## src/hw/rtl/llqs_pkg.sv

```systemverilog
// shared types and constants of the least loaded queue select unit
package llqs_pkg;

  // sizing
  localparam int MAX_QUEUES    = 16;
  localparam int LOAD_BITS     = 16;
  localparam int IDX_BITS      = $clog2(MAX_QUEUES);
  localparam int CNT_BITS      = $clog2(MAX_QUEUES + 1);
  localparam int FIELD_BITS    = 16;
  localparam int RAND_BITS     = 32;
  localparam int NUM_BITS      = 5;
  localparam int MOD_STEP      = 4;
  localparam int MOD_CYCLES    = RAND_BITS / MOD_STEP;
  localparam int MOD_CNT_BITS  = $clog2(MOD_CYCLES);
  localparam int FIFO_DEPTH    = 4;
  localparam int FIFO_PTR_BITS = $clog2(FIFO_DEPTH);

  // largest load value, saturation point
  localparam logic [31:0] LOAD_MAX = 32'((33'd1 << LOAD_BITS) - 33'd1);

  // incoming queue status word
  typedef struct packed {
    logic [FIELD_BITS-1:0] used_local;
    logic [FIELD_BITS-1:0] used_remote;
    logic [FIELD_BITS-1:0] limit_local;
    logic [FIELD_BITS-1:0] limit_remote;
    logic                  disabled;
    logic [RAND_BITS-1:0]  random_word;
    logic                  last_queue;
  } rec_t;

  // outgoing selection word
  typedef struct packed {
    logic [NUM_BITS-1:0] queue_number;
    logic                none_eligible;
  } res_t;

  // classified record passed from front to back
  typedef struct packed {
    logic                 elig;
    logic [LOAD_BITS-1:0] load;
    logic                 last;
    logic [RAND_BITS-1:0] rnd;
  } cls_t;

  // queue head as seen by the back part
  typedef struct packed {
    logic valid;
    cls_t word;
  } head_t;

  // stored load entry
  typedef struct packed {
    logic                 elig;
    logic [LOAD_BITS-1:0] load;
  } entry_t;

  // back part states
  typedef enum logic [1:0] {
    S_ACC,
    S_MOD,
    S_WALK,
    S_EMIT
  } back_state_t;

endpackage

```

## src/hw/rtl/llqs_front.sv

```systemverilog
// front part: eligibility and saturated load of each status word
module llqs_front (
  input  llqs_pkg::rec_t rec,
  output llqs_pkg::cls_t cls
);
  import llqs_pkg::*;

  logic [FIELD_BITS-1:0] mx;

  // larger of the two usages, saturated to the load width
  assign mx = (rec.used_local > rec.used_remote) ? rec.used_local : rec.used_remote;

  always_comb begin
    cls.elig = !rec.disabled && (rec.limit_local != '0) && (rec.limit_remote != '0);
    if (32'(mx) > LOAD_MAX) begin
      cls.load = LOAD_BITS'(LOAD_MAX);
    end else begin
      cls.load = LOAD_BITS'(mx);
    end
    cls.last = rec.last_queue;
    cls.rnd  = rec.random_word;
  end

endmodule

```

## src/hw/rtl/llqs_queue.sv

```systemverilog
// short queue of classified words between front and back
module llqs_queue (
  input  logic           clk,
  input  logic           rst,
  input  logic           push,
  input  llqs_pkg::cls_t push_word,
  output logic           full,
  input  logic           pop_ready,
  output llqs_pkg::head_t head
);
  import llqs_pkg::*;

  cls_t                   mem [FIFO_DEPTH];
  logic [FIFO_PTR_BITS-1:0] wr_ptr;
  logic [FIFO_PTR_BITS-1:0] rd_ptr;
  logic [FIFO_PTR_BITS:0]   count;
  logic                     do_push;
  logic                     do_pop;

  assign full    = (count == (FIFO_PTR_BITS + 1)'(FIFO_DEPTH));
  assign do_push = push && !full;
  assign do_pop  = (count != '0) && pop_ready;

  assign head.valid = (count != '0);
  assign head.word  = mem[rd_ptr];

  // storage
  always_ff @(posedge clk) begin
    if (do_push) begin
      mem[wr_ptr] <= push_word;
    end
  end

  // pointers and fill count
  always_ff @(posedge clk) begin
    if (rst) begin
      wr_ptr <= '0;
      rd_ptr <= '0;
      count  <= '0;
    end else begin
      if (do_push) begin
        wr_ptr <= wr_ptr + 1'b1;
      end
      if (do_pop) begin
        rd_ptr <= rd_ptr + 1'b1;
      end
      if (do_push && !do_pop) begin
        count <= count + 1'b1;
      end else if (do_pop && !do_push) begin
        count <= count - 1'b1;
      end
    end
  end

endmodule

```

## src/hw/rtl/llqs_back.sv

```systemverilog
// back part: running minimum, tie remainder, walk over stored loads, result register
module llqs_back (
  input  logic            clk,
  input  logic            rst,
  input  llqs_pkg::head_t head,
  output logic            pop_ready,
  output logic            res_valid,
  input  logic            res_stall,
  output llqs_pkg::res_t  res
);
  import llqs_pkg::*;

  back_state_t state, state_next;

  entry_t                  store [MAX_QUEUES];
  logic                    store_we;
  entry_t                  store_wdata;

  logic [LOAD_BITS-1:0]    min_load, min_load_next;
  logic                    have_min, have_min_next;
  logic [CNT_BITS-1:0]     tie_count, tie_count_next;
  logic [CNT_BITS-1:0]     queue_index, queue_index_next;
  logic [RAND_BITS-1:0]    rnd, rnd_next;
  logic [CNT_BITS-1:0]     rem, rem_next;
  logic [MOD_CNT_BITS-1:0] mod_cnt, mod_cnt_next;
  logic [CNT_BITS-1:0]     walk_i, walk_i_next;
  logic [CNT_BITS-1:0]     seen, seen_next;
  logic [NUM_BITS-1:0]     pick, pick_next;
  logic                    none, none_next;
  logic                    res_valid_next;
  res_t                    res_next;

  logic [CNT_BITS-1:0]     mod_rem;
  entry_t                  walk_entry;
  logic                    walk_hit;

  // remainder of random_word modulo the tie count, MOD_STEP bits per cycle, restoring style
  always_comb begin
    logic [CNT_BITS:0]   t;
    logic [CNT_BITS-1:0] r;
    r = rem;
    for (int k = 0; k < MOD_STEP; k++) begin
      t = {r, rnd[RAND_BITS-1-k]};
      if (t >= {1'b0, tie_count}) begin
        r = CNT_BITS'(t - {1'b0, tie_count});
      end else begin
        r = t[CNT_BITS-1:0];
      end
    end
    mod_rem = r;
  end

  assign walk_hit   = walk_entry.elig && (walk_entry.load == min_load);

  // next state and datapath updates
  always_comb begin
    state_next       = state;
    min_load_next    = min_load;
    have_min_next    = have_min;
    tie_count_next   = tie_count;
    queue_index_next = queue_index;
    rnd_next         = rnd;
    rem_next         = rem;
    mod_cnt_next     = mod_cnt;
    walk_i_next      = walk_i;
    seen_next        = seen;
    pick_next        = pick;
    none_next        = none;
    res_valid_next   = res_valid && res_stall;
    res_next         = res;
    store_we         = 1'b0;
    store_wdata      = '{elig: head.word.elig, load: head.word.load};
    pop_ready        = 1'b0;

    case (state)
      S_ACC: begin
        pop_ready = 1'b1;
        if (head.valid) begin
          // fold one word into the running minimum
          if (queue_index < CNT_BITS'(MAX_QUEUES)) begin
            store_we         = 1'b1;
            queue_index_next = queue_index + 1'b1;
            if (head.word.elig) begin
              if (!have_min || head.word.load < min_load) begin
                min_load_next  = head.word.load;
                have_min_next  = 1'b1;
                tie_count_next = CNT_BITS'(1);
              end else if (head.word.load == min_load) begin
                tie_count_next = tie_count + 1'b1;
              end
            end
          end
          if (head.word.last) begin
            rnd_next     = head.word.rnd;
            rem_next     = '0;
            mod_cnt_next = '0;
            if (have_min_next) begin
              state_next = S_MOD;
            end else begin
              pick_next  = NUM_BITS'(1);
              none_next  = 1'b1;
              state_next = S_EMIT;
            end
          end
        end
      end
      S_MOD: begin
        rem_next     = mod_rem;
        rnd_next     = {rnd[RAND_BITS-MOD_STEP-1:0], MOD_STEP'(0)};
        mod_cnt_next = mod_cnt + 1'b1;
        if (mod_cnt == MOD_CNT_BITS'(MOD_CYCLES - 1)) begin
          walk_i_next = '0;
          seen_next   = '0;
          state_next  = S_WALK;
        end
      end
      S_WALK: begin
        // pick the tied queue whose rank equals the remainder
        walk_i_next = walk_i + 1'b1;
        if (walk_hit) begin
          if (seen == rem) begin
            pick_next  = NUM_BITS'(walk_i + 1'b1);
            none_next  = 1'b0;
            state_next = S_EMIT;
          end else begin
            seen_next = seen + 1'b1;
          end
        end
      end
      S_EMIT: begin
        if (!res_valid || !res_stall) begin
          res_valid_next   = 1'b1;
          res_next         = '{queue_number: pick, none_eligible: none};
          min_load_next    = '0;
          have_min_next    = 1'b0;
          tie_count_next   = '0;
          queue_index_next = '0;
          state_next       = S_ACC;
        end
      end
      default: begin
        state_next = S_ACC;
      end
    endcase
  end

  // state register
  always_ff @(posedge clk) begin
    if (rst) begin
      state <= S_ACC;
    end else begin
      state <= state_next;
    end
  end

  // control registers
  always_ff @(posedge clk) begin
    if (rst) begin
      min_load    <= '0;
      have_min    <= 1'b0;
      tie_count   <= '0;
      queue_index <= '0;
      res_valid   <= 1'b0;
    end else begin
      min_load    <= min_load_next;
      have_min    <= have_min_next;
      tie_count   <= tie_count_next;
      queue_index <= queue_index_next;
      res_valid   <= res_valid_next;
    end
  end

  // payload registers
  always_ff @(posedge clk) begin
    rnd     <= rnd_next;
    rem     <= rem_next;
    mod_cnt <= mod_cnt_next;
    walk_i  <= walk_i_next;
    seen    <= seen_next;
    pick    <= pick_next;
    none    <= none_next;
    res     <= res_next;
  end

  // load store, read one entry ahead of the walk
  always_ff @(posedge clk) begin
    if (store_we) begin
      store[queue_index[IDX_BITS-1:0]] <= store_wdata;
    end
    walk_entry <= store[walk_i_next[IDX_BITS-1:0]];
  end

  // tie count never exceeds the number of stored words
  assert property (@(posedge clk) disable iff (rst) tie_count <= queue_index)
    else $error("tie count exceeds stored queue count");

  // no ties without a minimum
  assert property (@(posedge clk) disable iff (rst) !have_min |-> (tie_count == '0))
    else $error("ties counted with no eligible queue");

  // remainder and walk only run when an eligible queue exists
  assert property (@(posedge clk) disable iff (rst)
    (state == S_MOD || state == S_WALK) |-> (have_min && tie_count != '0))
    else $error("tie break running without eligible queue");

  // walk finds its pick before running past the stored words
  assert property (@(posedge clk) disable iff (rst)
    (state == S_WALK) |-> (walk_i < queue_index && seen <= rem))
    else $error("walk ran past the stored words");

endmodule

```

## src/hw/rtl/least_loaded_queue_select_unit.sv

```systemverilog
// Least loaded queue select unit. One status word per queue arrives on the rec channel in queue
// order, the final one marked by last_queue; the unit answers each set with one word on the res
// channel naming the least loaded eligible queue, ties broken by random_word modulo the tie
// count. The front classifies words and a four-entry queue lets the sender run ahead. Closing a set
// computes the tie remainder (four bits of random_word per cycle), walks the stored queues up to
// the chosen one and loads the result register; with no eligible queue it goes straight to the
// result register.
module least_loaded_queue_select_unit (
  input  logic           clk,
  input  logic           rst,
  input  logic           rec_valid,
  output logic           rec_stall,
  input  llqs_pkg::rec_t rec,
  output logic           res_valid,
  input  logic           res_stall,
  output llqs_pkg::res_t res
);
  import llqs_pkg::*;

  cls_t  cls;
  head_t head;
  logic  full;
  logic  pop_ready;

  assign rec_stall = full;

  llqs_front u_front (
    .rec (rec),
    .cls (cls)
  );

  llqs_queue u_queue (
    .clk       (clk),
    .rst       (rst),
    .push      (rec_valid),
    .push_word (cls),
    .full      (full),
    .pop_ready (pop_ready),
    .head      (head)
  );

  llqs_back u_back (
    .clk       (clk),
    .rst       (rst),
    .head      (head),
    .pop_ready (pop_ready),
    .res_valid (res_valid),
    .res_stall (res_stall),
    .res       (res)
  );

endmodule

```

## config.mk

```make
export PLATFORM = sky130hd
export DESIGN_NAME = least_loaded_queue_select_unit
export DESIGN_NICKNAME = d
export VERILOG_FILES = /design/src/hw/rtl/llqs_pkg.sv /design/src/hw/rtl/llqs_front.sv /design/src/hw/rtl/llqs_queue.sv /design/src/hw/rtl/llqs_back.sv /design/src/hw/rtl/least_loaded_queue_select_unit.sv
export SDC_FILE = /design/constraint.sdc
export NUM_CORES = 1
export LEC_CHECK = 0
export ABC_AREA = 0
export BUFFER_PORTS_ARGS = -buffer_cell sky130_fd_sc_hd__buf_2
export CAP_MARGIN = 40
export CORE_UTILIZATION = 50
export DETAILED_ROUTE_END_ITERATION = 12
export GPL_ROUTABILITY_DRIVEN = 0
export PLACE_DENSITY = 0.64
export SKIP_LAST_GASP = 1
export SLEW_MARGIN = 0
export SYNTH_ARGS = -nofsm -noshare
export SYNTH_HDL_FRONTEND = slang
export SYNTH_SLANG_ARGS = --single-unit
```

## constraint.sdc

```tcl
create_clock -name clk -period 7.27 [get_ports clk]
set_input_delay 0.3635 -clock clk [delete_from_list [all_inputs] [get_ports clk]]
set_output_delay 0.3635 -clock clk [all_outputs]
set_load 0.1 [all_outputs]
```

Yosys cells after proc, flatten, opt, wreduce, memory -nomap -nowiden
Memories as Yosys holds them, arrays and structs flattened. A register that Yosys moved wholly into a read port is not among the register bits.
Index checks and enable logic that the tools add are counted.
{ "totals": {"n_memories": 2, "out_inout_bits": 8, "ram_bits": 472, "reg_bits": 99, "word_cells": 175} }
{ "classes": {"reduce_logical": 36, "n_eq_ne": 20, "n_lt_le_gt_ge": 7, "muxes": 78, "add_sub_neg": 13} }
{ "memory_table": {"columns": ["name", "words", "width", "read_ports", "rd_ports_with_merged_regs", "write_ports", "line", "text"], "rows": [
  ["u_back.store", 16, 17, 1, 1, 1, "llqs_back.sv:15", "entry_t store [MAX_QUEUES];"],
  ["u_queue.mem", 4, 50, 1, 1, 1, "llqs_queue.sv:13", "cls_t mem [FIFO_DEPTH];"]
]} }
{ "op_table": {"columns": ["cell", "count"], "rows": [
  ["2-to-1 mux 5 bit", 23],
  ["2-to-1 mux 16 bit", 6],
  ["2-to-1 mux 32 bit", 2],
  ["case mux 32 bit (2 select lines)", 1],
  ["case mux 5 bit (2 select lines)", 6],
  ["== test 16 bit", 2],
  ["case mux 16 bit (2 select lines)", 1],
  ["nonzero test 16 bit", 2],
  ["greater-or-equal comparator 6 x 5 -> 1 bit", 4],
  ["AND reduction 6 bit", 4],
  ["2-to-1 mux 1 bit", 22],
  ["adder 5 x 1 -> 5 bit, second input constant", 4],
  ["subtractor 5 bit", 4],
  ["2-to-1 mux 2 bit", 9],
  ["> comparator 16 bit", 1],
  ["less-than comparator 16 bit", 1],
  ["!= test 2 x 1 -> 1 bit, second input constant", 7],
  ["2-to-1 mux 3 bit", 4],
  ["nonzero test 2 bit", 5],
  ["logical AND 1 bit", 8],
  ["!= test 2 bit, second input constant", 4],
  ["case mux 2 bit (4 select lines)", 1],
  ["AND reduction 4 bit", 2],
  ["zero test 1 bit", 7],
  ["16 further kinds", 24]
]} }

Logic depth before layout (Yosys ltp)
Gate-level depths: netlist (run 1).
{ "depth": {"word_depth": 11, "ltp_mapped": 31, "depth_no_buf": 31} }

Cells and area by module
Synthesis (run 1) repeated with hierarchy kept, for this count alone.
{ "hier_totals": {"hier_cells": 1467, "hier_area_um2": 25004.0} }
{ "modules_own_cells": {"columns": ["module", "n_inst", "area_per_inst_um2", "cells_each", "seq_area_each_um2"], "rows": [
  ["llqs_back", 1, 16256.8, 1033, 10930.5],
  ["llqs_queue", 1, 7743.7, 310, 6185.9],
  ["llqs_front", 1, 1003.5, 124, 0.0]
]} }

Worst setup path before layout (run 1)
No wires, ideal clock.
{ "synth_path": {"path_type": "register to register", "from": "register u_back.tie_count[1]", "to": "register u_back.rem[1] (data pin)", "path_stages_with_launch": 29, "period_less_slack_ps": 6382, "required_ps": 7004, "arrival_ps": 6116, "path_slack_ps": 888, "cell_sequence": "dfxtp_1 -> inv_1 -> fa_1 -> a21oi_1 -> nor2_1 -> nor2_2 -> mux2_2 -> ha_1 -> nor2b_1 -> o311ai_4 -> o211ai_2 -> nor2_4 -> mux2i_1 -> ha_1 -> nor2b_1 -> o21ai_0 -> nand3b_1 -> a21oi_1 -> nand3_4 -> mux2i_1 -> fa_1 -> a21o_1 -> a21oi_1 -> nand2_1 -> a21oi_1 -> o311ai_2 -> mux2i_4 -> mux2i_1 -> nor2_1"} }
{ "synth_between": {"elab_chain_len": 9, "elab_cells_between_ends": 13, "classes_between": "add/sub (4); order compare (4); mux (5)"} }
{ "synth_rtl": {"columns": ["element", "line", "text"], "rows": [
  ["from (decl)", "llqs_back.sv:21", "logic [CNT_BITS-1:0] tie_count, tie_count_next;"],
  ["from (signal assigned)", "llqs_back.sv:167", "tie_count <= tie_count_next;"],
  ["subtractor 5 bit or greater-or-equal comparator 6 x 5 -> 1 bit (tied branches)", "llqs_back.sv:45, llqs_back.sv:44", null],
  ["2-to-1 mux 5 bit", "llqs_back.sv:44", "if (t >= {1'b0, tie_count}) begin"],
  ["subtractor 5 bit or greater-or-equal comparator 6 x 5 -> 1 bit (tied branches)", "llqs_back.sv:45, llqs_back.sv:44", null],
  ["2-to-1 mux 5 bit", "llqs_back.sv:44", null],
  ["subtractor 5 bit or greater-or-equal comparator 6 x 5 -> 1 bit (tied branches)", "llqs_back.sv:45, llqs_back.sv:44", null],
  ["2-to-1 mux 5 bit", "llqs_back.sv:44", null],
  ["greater-or-equal comparator 6 x 5 -> 1 bit or subtractor 5 bit (tied branches)", "llqs_back.sv:44, llqs_back.sv:45", null],
  ["2-to-1 mux 5 bit (*)", "llqs_back.sv:44", null],
  ["case mux 5 bit (2 select lines) (*)", "llqs_back.sv:75", "case (state)"],
  ["to (signal assigned)", "llqs_back.sv:176", "rem <= rem_next;"],
  ["to (decl)", "llqs_back.sv:24", "logic [CNT_BITS-1:0] rem, rem_next;"]
]} }
Mark *: on every way between the ends. The rest lies on a longest branch, timed or not.
A chain may end at the register's enable or synchronous reset.

Worst setup path in the final report (run 1)
{ "layout_path": {"from": "register u_back.tie_count[3]", "to": "register u_back.rem[3] (data pin)"} }
{ "layout_between": {"elab_chain_len": 9, "elab_cells_between_ends": 13, "classes_between": "add/sub (4); order compare (4); mux (5)"} }
{ "layout_rtl": {"columns": ["element", "line"], "rows": [
  ["subtractor 5 bit or greater-or-equal comparator 6 x 5 -> 1 bit (tied branches)", "llqs_back.sv:45, llqs_back.sv:44"],
  ["2-to-1 mux 5 bit", "llqs_back.sv:44"],
  ["subtractor 5 bit or greater-or-equal comparator 6 x 5 -> 1 bit (tied branches)", "llqs_back.sv:45, llqs_back.sv:44"],
  ["2-to-1 mux 5 bit", "llqs_back.sv:44"],
  ["greater-or-equal comparator 6 x 5 -> 1 bit or subtractor 5 bit (tied branches)", "llqs_back.sv:44, llqs_back.sv:45"],
  ["2-to-1 mux 5 bit", "llqs_back.sv:44"],
  ["subtractor 5 bit or greater-or-equal comparator 6 x 5 -> 1 bit (tied branches)", "llqs_back.sv:45, llqs_back.sv:44"],
  ["2-to-1 mux 5 bit (*)", "llqs_back.sv:44"],
  ["case mux 5 bit (2 select lines) (*)", "llqs_back.sv:75"]
]} }
Marked as above.

==> summary.md, run 1 <==
| Metric | Value |
|---|---|
| FF-to-FF path depth | 28 |
| Setup Viol. Count Final | 0 |
| FMAX | 146 MHz |
| Mapped Nets | 2048 |
| Ys Warns | 0 |
| Maximum vdd drop | around 0.39 mV |
| DRC viols | 0 |
| DRT iter0 DRCs | 1228 |
| Final non-filler cell total | between 2000 and 3000 |
| Die Ht | 227 microns |
| Pre-CTS WS | 58.4 ps |
| DIE AREA | 0.0517 sq mm |
| Global-route wire length before repair | 87.8 mm |
| Setup TNS | 0 ps |
| DR pass1 iterations | 7 |
| Vias in the first global route | 15700 |
| Syn-to-layout area delta | 14.7% |
| Worst EP arrival | 7200 ps |
| Max-slew headroom | 43.3% |
| Largest net degree at the start of global routing | 76 |
| Startpoint Class | flop |
| Most common cell after layout, fill and taps aside | edfxtp_1 |
| Share of post-route cells with drive strength above 1 | 17.1% |
| Post-Place Cells | around 2600 |
| EDFF count, synth | 530 |
| Worst Slack Setup Final | roughly 430 ps |
| Worst hold path cell count | 3 |
| Hold EP | u_back.res_valid$_SDFF_PP0_ |
| Final Power | 12.0 mW |
| Clock skew | 19.7 ps |
| FP Rows | slightly above 80 |
| Synth cell types | between 70 and 80 |
| CP Data Required Time | roughly 7600 ps |
| Initial antenna violation count | 1 |
| Max Cap Viol | 0 |
| Fill cell count | 3916 |
| P per Cell Area | 413 mW/mm^2 |
| Sink Count | 590 |
| Slowest stage delay, CP | 440 ps |
| Commonest non-fill, non-tap cells in the layout | 530 x edfxtp_1, 378 x nand2_1, 110 x buf_2 |
| R2r setup slk | 430 ps |
| Post-synthesis sequential area ratio | 67.4% |
| Crit. End Element | flop |
| Via-to-Cell Ratio | 5.75 |
| Ports | 110 |
| CP Max Fanout | 6 |
| Clock buffer depth | 3 |
| Net total in the final layout | 2202 |
| Initial core utilization | 50.7% |
| Overflow after GRT | 0 |
| Inserted Clock Buffers | 58 |
| Crit path kind | flop to flop |
| Clk_lat worst skew | 630 ps |
| Final Util | 58.1% |
| Crit-path slowest cell | fa_1 |
| Post-Syn Area | 0.0254 sq mm |
| HPWL after detailed placement | 33.5 mm |
| Root buf cell | clkbuf_16 |
| Pin slew with the least headroom to its limit | 850 ps |
| RSZ-0062 raised after global routing | no |
| Hold WC Path Type | primary input to flop |
| Status | finished, final reports clean |
| CTS tree | yes |
| IO buf count | 109 |
| P_leak | roughly 10 nW |
| Final Slew Violations | 0 |
| ANT nets after route | 0 |
| Ys flop type | edfxtp_1 |
| Final min period | between 6000 and 7000 ps |
| Die X | between 200 and 250 microns |
| Syn_area_per_cell | 13.6 sq um |
| Final Cycle Share | 94.1% |
| Critical path startpoint | u_back.tie_count[3]$_SDFFE_PP0P_ |
| Post-CTS Setup Inserts | 0 |
| RR Startpoint | u_back.tie_count[3]$_SDFFE_PP0P_ |
| FFs w/ async S/R, synth | 0% |
| Worst-path clk slew | 60 ps |
| WL final | 56.2 mm |
| H-tree levels | 2 |
| Hold_sp | res_stall |
| CORE AREA | 0.0502 sq mm |
| All-Layer GR Usage | ~22% |
| Routed len/inst | a little over 20 microns |
| Flops & latches, synth | 590 |
| Worst R2R End | u_back.rem[3]$_SDFFCE_PN0P_ |
| Final hold vios | 0 |
| Vias | 15800 |
| Synthesized instance count | 1871 |
[critical path, delay by kind of cell (launching register included)]
family          cells  cell delay (ps)
buf+inv             1              100
flops               1              380
mux                 5             1660
compound gates     10             1920
fa+ha+maj           4             1480
simple gates        8             1030
[flip-flops by register name, summed over array words and instances (netlist names), 3 cells and up, named ones only]
register / cells
u_back.rnd: 32
u_queue.count: 3
u_back.mod_cnt: 3
u_back.queue_index: 5
u_back.walk_i: 5
u_back.walk_entry: 17
u_back.tie_count: 5
u_back.min_load: 16
u_back.store: 272
u_back.seen: 5
u_back.rem: 5
u_back.res: 6
u_queue.mem: 200
u_back.pick: 5
[where the power goes]
group	total [mW]	internal, mW	switching [mW]
Sequential	4.74	4.50	0.236
Clock	2.85	1.61	1.24
Combinational	4.44	1.81	2.63
Total	12.0	7.93	4.11
[cell usage after synthesis (3+ instances only)]
cell | n | area share (%)
and3_1 | 37 | 0.91
a31oi_1 | 20 | 0.49
o21ai_0 | 29 | 0.57
and2_1 | 15 | 0.37
o21a_1 | 11 | 0.32
buf_1 | 14 | 0.21
nor4_1 | 27 | 0.66
nor2_1 | 48 | 0.71
o21ai_1 | 3 | 0.059
mux4_2 | 50 | 4.4
xor2_1 | 15 | 0.52
or2_2 | 3 | 0.074
nor3_1 | 22 | 0.43
dfxtp_1 | 60 | 4.7
buf_2 | 24 | 0.47
inv_2 | 3 | 0.044
nand3_1 | 80 | 1.6
inv_1 | 58 | 0.86
o211ai_1 | 3 | 0.089
a21o_1 | 17 | 0.50
mux2i_1 | 12 | 0.47
o31ai_1 | 5 | 0.15
edfxtp_1 | 530 | 63
nor2b_1 | 8 | 0.20
mux2_2 | 5 | 0.22
nor3b_1 | 3 | 0.089
a21oi_1 | 41 | 0.81
nand2b_1 | 7 | 0.17
clkbuf_1 | 62 | 0.92
a311oi_1 | 51 | 1.8
fa_1 | 5 | 0.39
nand4_1 | 15 | 0.37
a41o_1 | 16 | 0.63
or3_1 | 21 | 0.52
a21boi_0 | 3 | 0.089
nand2_1 | 378 | 5.6
ha_1 | 70 | 3.4
xnor2_1 | 26 | 0.90
a211oi_1 | 37 | 1.1
[worst max-delay path by stage]
stage,to,cells past startpoint
floorplan,u_back.rem[1]$_SDFFCE_PN0P_,28
global placement,u_back.rem[3]$_SDFFCE_PN0P_,29
detailed placement,u_back.rem[3]$_SDFFCE_PN0P_,30
CTS,u_back.rem[3]$_SDFFCE_PN0P_,28
global route,u_back.rem[3]$_SDFFCE_PN0P_,28
finish,u_back.rem[3]$_SDFFCE_PN0P_,28
[metrics by stage]
stage               cell area (sq um)  hold WS [ps]
CTS                             29100          14.3
detailed placement              26900           405
floorplan                       25400           400
global route                    29100          84.7
finish                          29100          61.9
global placement                26800           404
[cell families after synthesis]
family | share of synthesized area, %
AOI/OAI and AO/OA | 7.40
xor gates and xnor gates | 1.41
adders and majority gates | 3.84
buffers and inverters | 2.54
DFF | 67.4
muxes | 5.32
and+or+nand+nor | 12.1
[final cells by class]
type,instances,area [sq um],share of cell area [%]
antenna,1,2.50,0.00859
clock buffer,76,1550,5.32
clock inverter,32,262,0.897
inverter,62,235,0.807
multi-input combinational,1118,7790,26.7
sequential,590,17100,58.8
tap,672,841,2.89
timing repair buffer,195,1350,4.62
[what timing repair did]
item                                    in CTS  in global routing
endpoints found under the setup margin       0                  5
resized for setup                            0                 11
hold endpoints to repair                   132                  0
hold buffers                                33                  0
[layer usage]
layer,wire [microns],up-vias,GRT usage (%)
li1,-,7364,-
met1,24300,7901,29.8
met2,28000,439,37.8
met3,2760,83,2.66
met4,1210,0,6.95
met5,0,-,0
Power figures use the tool's default switching activity.
==> inputs of run 2 (changes only) <==
--- a/config.mk
+++ b/config.mk
@@ -8,6 +8,7 @@
 export ABC_AREA = 0
 export BUFFER_PORTS_ARGS = -buffer_cell sky130_fd_sc_hd__buf_2
 export CAP_MARGIN = 40
+export CORE_ASPECT_RATIO = 0.7
 export CORE_UTILIZATION = 50
 export DETAILED_ROUTE_END_ITERATION = 12
 export GPL_ROUTABILITY_DRIVEN = 0
==> run 2 against run 1 <==
  * Critical path depth up 2
  * Count of clock-buffer cells in the layout up 4
  * Die area about the same
  * Routed wire length up 3.4%
  * Sequential power about the same
  * Sequential cell count unchanged
  * Final cell count down 0.55%
  * Critical endpoint is now u_back.rem[2]$_SDFFCE_PN0P_
==> summary.md, run 2 (synthesis gave the netlist of run 1 again) <==
| Metric | Value |
|---|---|
| Final Slew Violations | 0 (unchanged) |
| Clock buffer depth | 3 (unchanged) |
| Net total in the final layout | 2196 (-0.27%) |
| CTS tree | yes |
| Pre-CTS WS | 85.0 ps (+26.6 ps) |
| Crit-path slowest cell | fa_1 |
| Max-slew headroom | 38.3% (-5.1 points) |
| Final hold vios | 0 (unchanged) |
| Comb pwr share | 37.2% (+0.3 points) |
| Setup TNS | 0 ps (unchanged) |
| Commonest non-fill, non-tap cells in the layout | 530 x edfxtp_1, 378 x nand2_1, 109 x buf_2 |
| Hold_sp | rec[33] |
| FP Rows | 68 (-17%) |
| Vias | 15900 (+0.65%) |
| P_leak | 10.4 nW (-0.35%) |
| Maximum vdd drop | 0.455 mV (+17%) |
| Initial core utilization | 51.1% (+0.49 points) |
| Met1 usage | 34.4% (+4.7 points) |
| Share of post-route cells with drive strength above 1 | 17.0% (-0.14 points) |
| Sequential share of power | 39.0% (-0.4 points) |
| Psw | 4.17 mW (+1.5%) |
| Critical path startpoint | u_back.rnd[31]$_DFFE_PP_ |
| HPWL after detailed placement | 34.7 mm (+3.5%) |
| Sink Count | 590 (unchanged) |
| Overflow after GRT | 0 (unchanged) |
| Clk_lat worst skew | 620 ps (about the same) |
| ANT nets after route | 0 (unchanged) |
| Syn-to-layout area delta | 14.3% |
| Final Power | 12.1 mW (+0.62%) |
| DRT iter0 DRCs | 1458 (+19%) |
| Setup Viol. Count Final | 0 (unchanged) |
| Ports | 110 (unchanged) |
| CORE AREA | 0.0497 sq mm (-0.96%) |
| Status | finished, final reports clean |
| CP Max Fanout | 6 (unchanged) |
| Global-route wire length before repair | 90.3 mm (+2.8%) |
| FMAX | 145 MHz (-0.71%) |
| Final Cell Area | 0.0290 sq mm (-0.33%) |
| Initial antenna violation count | 0 (-1) |
| DIE AREA | 0.0517 sq mm (about the same) |
| Inserted Clock Buffers | 55 (-5.2%) |
| Root buf cell | clkbuf_16 |
| Number of flip-flops in the largest register | 272 (unchanged) |
| GR Util met3 | 3.40% (+0.74 points) |
| Pin slew with the least headroom to its limit | 920 ps (+69.6 ps) |
| Int Power | 7.94 mW (+0.15%) |
| RSZ-0062 raised after global routing | no |
| Vias in the first global route | 15700 (-0.032%) |
| Worst Slack Setup Final | 378 ps (-48.8 ps) |
| Die X | 271 microns (+19%) |
| Worst-path clk slew | 60 ps (about the same) |
| Most common cell after layout, fill and taps aside | edfxtp_1 |
| Startpoint Class | flop |
| Die Ht | 191 microns (-16%) |
| Post-placement cell area | 0.0268 sq mm (-0.41%) |
| Max Cap Viol | 0 (unchanged) |
| Clock share of power | 23.8% (about the same) |
| Multi-input gate area | 0.00777 sq mm (-0.16%) |
| Routed len/inst | 21.3 microns (+3.9%) |
| P per Cell Area | 417 mW/mm^2 (+0.96%) |
| Most used routing layer in global routing | met2 |
| Clock skew | 20.4 ps (+0.750 ps) |
| Largest net degree at the start of global routing | 70 (-7.9%) |
| Via-to-Cell Ratio | 5.82 (+1.2%) |
| DR pass1 iterations | 8 (+1) |
| Crit. End Element | flop |
| Met2 global-route usage | 34.5% (-3.4 points) |
| IO buf count | 109 (unchanged) |
| Slowest stage delay, CP | 450 ps (about the same) |
| H-tree levels | 2 (unchanged) |
| RR Startpoint | u_back.rnd[31]$_DFFE_PP_ |
| Sequential Area | 0.0171 sq mm (unchanged) |
| Fill cell count | 3944 (+0.72%) |
| Final Cycle Share | 94.8% (+0.67 points) |
| Final min period | 6890 ps (+48.8 ps) |
| DRC viols | 0 (unchanged) |
| All-Layer GR Usage | 22.8% (+0.56 points) |
| Antenna diode count | 0 (-1) |
| WL final | 58.1 mm (+3.4%) |
| Hold WC Path Type | primary input to flop |
| Sw frac | 34.5% (+0.31 points) |
| Worst EP arrival | 7240 ps (+40 ps) |
| CP Data Required Time | 7620 ps (about the same) |
| Crit path kind | flop to flop |
## run 2: final timing paths
check / to / slack (ps) / cells after the start
max: u_back.rem[2]$_SDFFCE_PN0P_ / 380 / 30
min: u_queue.mem[2][49]$_DFFE_PP_ / 70 / 2
max reg2reg: u_back.rem[2]$_SDFFCE_PN0P_ / 380 / 30
min reg2reg: u_back.res[1]$_DFFE_PP_ / 420 / 0
## run 2: routing by layer
layer	part of all wire, %	wire length, microns	vias to the layer above
met5	0	0	-
met4	1.9	1110	0
met3	7.0	4080	84
met2	44	25700	555
met1	47	27200	7903
li1	-	-	7348
## run 2: metrics by stage
step           hold slack (ps)  std cells  utilization, %
2_1_floorplan              400       1871               -
5_1_grt                   66.7       2731            58.5
6_report                  71.5       2731            58.5
3_5_place_dp               405       2592            54.0
3_3_place_gp               403       2587            53.9
4_1_cts                   41.0       2730            58.4
## run 2: layout make-up
cell class	instances	area share [%]
well taps	665	2.86
clock buffers	80	5.41
flip-flops and latches	590	58.9
multi-input cells	1118	26.8
clock inverters	24	0.840
repair buffers	192	4.36
inverters	62	0.810
## run 2: critical path, delay by kind of cell, from the launching register on
| family | cells | cell delay [ps] |
|---|---|---|
| fa+ha+maj | 5 | 1700 |
| compound gates | 9 | 1750 |
| flops | 1 | 360 |
| buf+inv | 2 | 130 |
| simple gates | 9 | 1270 |
| mux | 5 | 1450 |
## run 2: timing repair
item                                    CTS  global route
setup buffers                             0             1
endpoints found under the setup margin    0             5
endpoints found under the hold margin   133             0
resized for setup                         0            11
hold buffers                             34             0
## run 2: power by group through the flow
| stage | registers, mW | logic, mW | clock network, mW |
|---|---|---|---|
| 2_1_floorplan | 4.74 | 3.26 | 0 |
| 3_3_place_gp | 4.78 | 4.22 | 0 |
| 3_5_place_dp | 4.80 | 4.34 | 0 |
| 4_1_cts | 4.73 | 4.38 | 2.93 |
| 5_1_grt | 4.77 | 4.97 | 3.06 |
| 6_report | 4.73 | 4.50 | 2.88 |
